`config.mk`:
```
export PLATFORM = sky130hd
export DESIGN_NAME = bba_ram
export DESIGN_NICKNAME = d
export VERILOG_FILES = /design/src/sv/bba_ram.sv
export SDC_FILE = /design/constraint.sdc
export NUM_CORES = 2
export LEC_CHECK = 0
export BUFFER_PORTS_ARGS = -buffer_cell sky130_fd_sc_hd__buf_2
export CAP_MARGIN = 20
export CORE_UTILIZATION = 44
export CTS_CLUSTER_DIAMETER = 60
export CTS_CLUSTER_SIZE = 30
export DETAILED_ROUTE_END_ITERATION = 10
export SYNTH_ARGS = -nofsm -noshare
export SYNTH_HDL_FRONTEND = slang
export SYNTH_SLANG_ARGS = --single-unit
```
`constraint.sdc`:
```
create_clock -name clk -period 3 [get_ports clk]
set_clock_uncertainty 0.2 [all_clocks]
set_input_delay 0.15 -clock clk [delete_from_list [all_inputs] [get_ports clk]]
set_output_delay 0.15 -clock clk [all_outputs]
set_load 0.01 [all_outputs]
```
`src/sv/bba_ram.sv`:
```
// Generic single-write, single-read RAM with a registered read port.
// No dependencies.
`default_nettype none
module bba_ram #(
  parameter int WIDTH = 8,
  parameter int DEPTH = 256
) (
  input  wire logic                     clk,
  input  wire logic                     we,
  input  wire logic [$clog2(DEPTH)-1:0] waddr,
  input  wire logic [WIDTH-1:0]         wdata,
  input  wire logic [$clog2(DEPTH)-1:0] raddr,
  output logic      [WIDTH-1:0]         rdata
);
  logic [WIDTH-1:0] mem [DEPTH];

  always_ff @(posedge clk) begin
    if (we) begin
      mem[waddr] <= wdata;
    end
    rdata <= mem[raddr];
  end
endmodule
`default_nettype wire

```
## Yosys cells after proc, flatten, opt, wreduce, memory -nomap -nowiden

Memory sizes are Yosys's and may differ from the RTL's. A register that Yosys moved wholly into a read port is not among the register bits.
Index checks and enable logic that the tools add are counted.

- Mux-type cells: 2

Operators with widths:

| cell | number |
|---|---|
| $mux 1 | 2 |

- Flip-flop bits (word level): 0
- Memory bits (writable): 2048
- Word-level logic and storage cells: 3
- Memories: 1

Memories:

| name | depth | bits a word | rd ports | clocked after memory_dff | wr ports | RTL line | RTL |
|---|---|---|---|---|---|---|---|
| mem | 256 | 8 | 1 | 1 | 1 | 15 | `logic [WIDTH-1:0] mem [DEPTH];` |

## Depth between registers and ports, before layout

- Depth in word-level cells: 2
- Mapped depth: 11
- Gate-level depth less buffers: 6

## Worst setup path after synthesis

Ideal clock, no wire load.

- Path kind: input-to-reg
- From: input raddr[0]
- To: register rdata[2] (read register of mem)
- Library setup time: 0.131 ns
- Arrival time: 1.957 ns
- Slack: 0.712 ns
- Cell stages on the path: 9
- Cell sequence: buf_6 > buf_12 > buf_8 > buf_2 > mux4_2 > a22oi_1 > a21oi_1 > nor4_1 > nor4_2

RTL lines:

| element | RTL line | RTL |
|---|---|---|
| start, declared | 12 | `input wire logic [$clog2(DEPTH)-1:0] raddr,` |
| end, declared | 13 | `output logic [WIDTH-1:0] rdata` |

==> results by group <==
Floorplan
  • Chip height: 427 um
  • Die area: 183000 um^2
  • # rows: 155
  • Chip width: 427 um
  • Initial Util: 44.4%
  • I/O Pins: 34
  • Core area: 179000 um^2

Placement
  • Post-DP Area: 86500 um^2
  • GPL Wtd Cong: 0.840
  • Port Buffer Count: 33
  • Dpl cells: 6468
  • HPWL after detailed placement: 130000 um

CTS
  • Num CTS Buffers: 133
  • Clock sink count: 2056
  • Root Driver: clkbuf_16
  • TritonCTS clock tree: yes
  • H-tree Lvls: 4
  • Clk Latency, worst-skew pair: 0.82 ns
  • Clk pin slew, worst setup/hold paths: 0.09 ns
  • CTS Buffer Depth: 3

Setup path
  • Slowest stage delay, CP: 0.87 ns
  • Arrival time worst endpoint: 3.48 ns
  • Worst setup EP type: register
  • Worst setup SP type: register
  • Crit-path slowest cell: nor4_1
  • Required @ worst endpoint: 3.50 ns
  • Critical path class: reg -> reg
  • Cell Chain, Critical Path: mux4_2 > a22oi_1 > a21oi_1 > nor4_1 > buf_4 > nor4_2
  • Top fanout value on the critical path: 1

Power
  • Worst VDD drop: 0.469 mV
  • Clock network fraction of design power: 36.6%
  • Switching pwr: 0.0125 W
  • Combinational fraction of design power: 5.8%
  • Pint: 0.0425 W
  • Pwr dens: 602 nW/um^2
  • LEAKAGE: 29.0 nW
  • Switching fraction of total power: 22.7%
  • Sequential share of power: 57.6%

GRT
  • Initial antenna violation count: 7
  • Met3 GRT Util: 3.27%
  • Busiest grt layer: met2
  • Largest net degree at the start of global routing: 112
  • All-layer global routing usage: 22.2%
  • GRT met2 Usage: 35.4%
  • First-pass GRT wire length: 289000 um
  • GR Overflow Total: 0
  • Grt met1 use: 31.8%
  • Vias in the first global route: 39612

Timing
  • RSZ-0062 raised after global routing: false
  • Final hold viol count: 0
  • Max Clock Freq: 0.336 GHz
  • Fin crit period: 2.98 ns
  • Slew Viols, Final: 0
  • Post-Route Setup TNS: 0 ns
  • Slew of the pin with the lowest slew margin: 1.08 ns
  • Final Setup Violations: 0
  • Rel. slew slack: 27.3%
  • Crit share post-route: 99.2%

Run
  • Max cap viols: 0

Hold path
  • Hold Crit Class: in -> reg

Yosys
  • Yosys Warn Count: 0
  • Area share of the largest cell type after synthesis: 77.3%
  • Register area share after synthesis: 77.5%
  • Seq cells post-synth: 2056
  • Area contributors post-synth: edfxtp_1 (77%), mux4_2 (13%), mux2i_1 (1.7%)
  • Syn_nets: 3759
  • Yosys cell types: 55
  • Post-Syn Area: 79600 um^2
  • Syn Inst Count: 3733
  • Synth area leader: edfxtp_1
  • Mean Syn Cell Area: 21.3 um^2

Final layout
  • Synth-to-Final Area Change: 14.9%
  • Nets: 4292
  • Commonest non-fill, non-tap cell in the layout: edfxtp_1
  • Most frequent cells in the layout: edfxtp_1 (2048), buf_4 (523), mux4_2 (454)
  • Design area: 91400 um^2
  • Share of layout cells above drive strength 1: 30.2%
  • Final std cells w/o fill: 6735

Detailed routing
  • DR vias: 39925
  • First-pass DRT Iterations: 6
  • Post-route DRC: 0
  • WL final: 201000 um
  • Routed vias/inst: 5.93
  • WL/cell: 29.8 um
  • Antenna viol nets, final: 0
  • Number of DRC markers in iteration 0: 4643

Run status
  • Status: complete, no violations
power by group through the flow:
stage	registers (W)	clock network, W	logic (W)
5_1_grt	0.0317	0.0215	0.00335
3_5_place_dp	0.0323	0	0.00318
6_report	0.0317	0.0202	0.00318
4_1_cts	0.0317	0.0205	0.00321
2_1_floorplan	0.0323	0	0.00154
3_3_place_gp	0.0323	0	0.00316
cells in the mapped netlist, drive strengths merged:
| library cell | n |
|---|---|
| a211oi | 16 |
| or3b | 1 |
| nand3b | 2 |
| clkbuf | 111 |
| mux2 | 1 |
| mux2i | 134 |
| nor4b | 1 |
| mux4 | 456 |
| a31oi | 2 |
| o211ai | 10 |
| nand3 | 34 |
| a221oi | 14 |
| nor2 | 282 |
| nor3b | 1 |
| o32ai | 5 |
| a21oi | 96 |
| nor2b | 31 |
| nand4 | 10 |
| inv | 1 |
| a22o | 8 |
| nor4 | 27 |
| o311ai | 1 |
| o221ai | 47 |
| a311oi | 2 |
| dfxtp | 8 |
| o21ai | 12 |
| a21boi | 1 |
| a2111oi | 5 |
| nand2 | 33 |
| edfxtp | 2048 |
| and3 | 1 |
| buf | 122 |
| or2 | 4 |
| o22ai | 28 |
| clkinv | 1 |
| o22a | 5 |
| and3b | 2 |
| and2 | 6 |
| a22oi | 133 |
| nand2b | 8 |
| or2b | 1 |
| nor3 | 22 |
flip-flops by register name, summed over array words and instances (netlist names):
signal  cells
mem      2048
rdata       8
worst max-delay path, delay by kind of cell, from the launching register on:
family | cells | cell delay, ns
mux | 1 | 0.49
buf+inv | 1 | 0.29
flops | 1 | 0.36
simple gates | 2 | 0.92
compound gates | 2 | 0.61
cell families after synthesis:
| family | Yosys count | share of synthesized area (%) |
|---|---|---|
| compound gates | 385 | 3.42 |
| buf+inv | 235 | 1.83 |
| flops | 2056 | 77.5 |
| mux | 591 | 14.6 |
| simple gates | 466 | 2.63 |
cell type report:
cell class,instances,area [um^2]
Fill cell,14102,87600
Inverter,2,7.51
Multi-Input combinational cell,1442,16500
Timing Repair Buffer,631,5530
Antenna cell,3,7.51
Clock inverter,103,1320
Sequential cell,2056,61700
Tap cell,2355,2950
Clock buffer,143,3390
per-stage QoR:
stage	setup WS, ns	utilization [%]	power (W)	hold slack, ns
6_report	0.0240	51.1	0.0550	0.160
5_1_grt	0.0865	51.1	0.0565	0.138
4_1_cts	0.156	51.1	0.0554	0.134
3_5_place_dp	-0.497	48.3	0.0355	0.418
3_3_place_gp	-0.711	48.3	0.0355	0.415
2_1_floorplan	0.712	-	0.0338	0.0489
per-layer routing:
metal / up-vias / wire (um)
li1: 16742 / -
met2: 1596 / 97200
met4: 6 / 5770
met1: 21336 / 84300
met5: - / 35
met3: 245 / 13700
path summary, 6_finish.rpt:
check | start | end | slack, ns | cells past startpoint
hold / removal | wdata[6] | mem[182][6]$_DFFE_PP_ | 0.16 | 2
setup / recovery | mem[243][0]$_DFFE_PP_ | rdata[0]$_DFF_P_ | 0.02 | 6
setup reg to reg | mem[243][0]$_DFFE_PP_ | rdata[0]$_DFF_P_ | 0.02 | 6
hold reg to reg | mem[39][6]$_DFFE_PP_ | rdata[6]$_DFF_P_ | 0.91 | 5
timing repair:
item | 4_1_cts | 5_1_grt
hold buffers | 18 | 0
buffers inserted | 0 | 0
resized for setup | 0 | 0
hold endpoints to repair | 2240 | 0
Note: power is estimated with default switching activity, not from simulation.
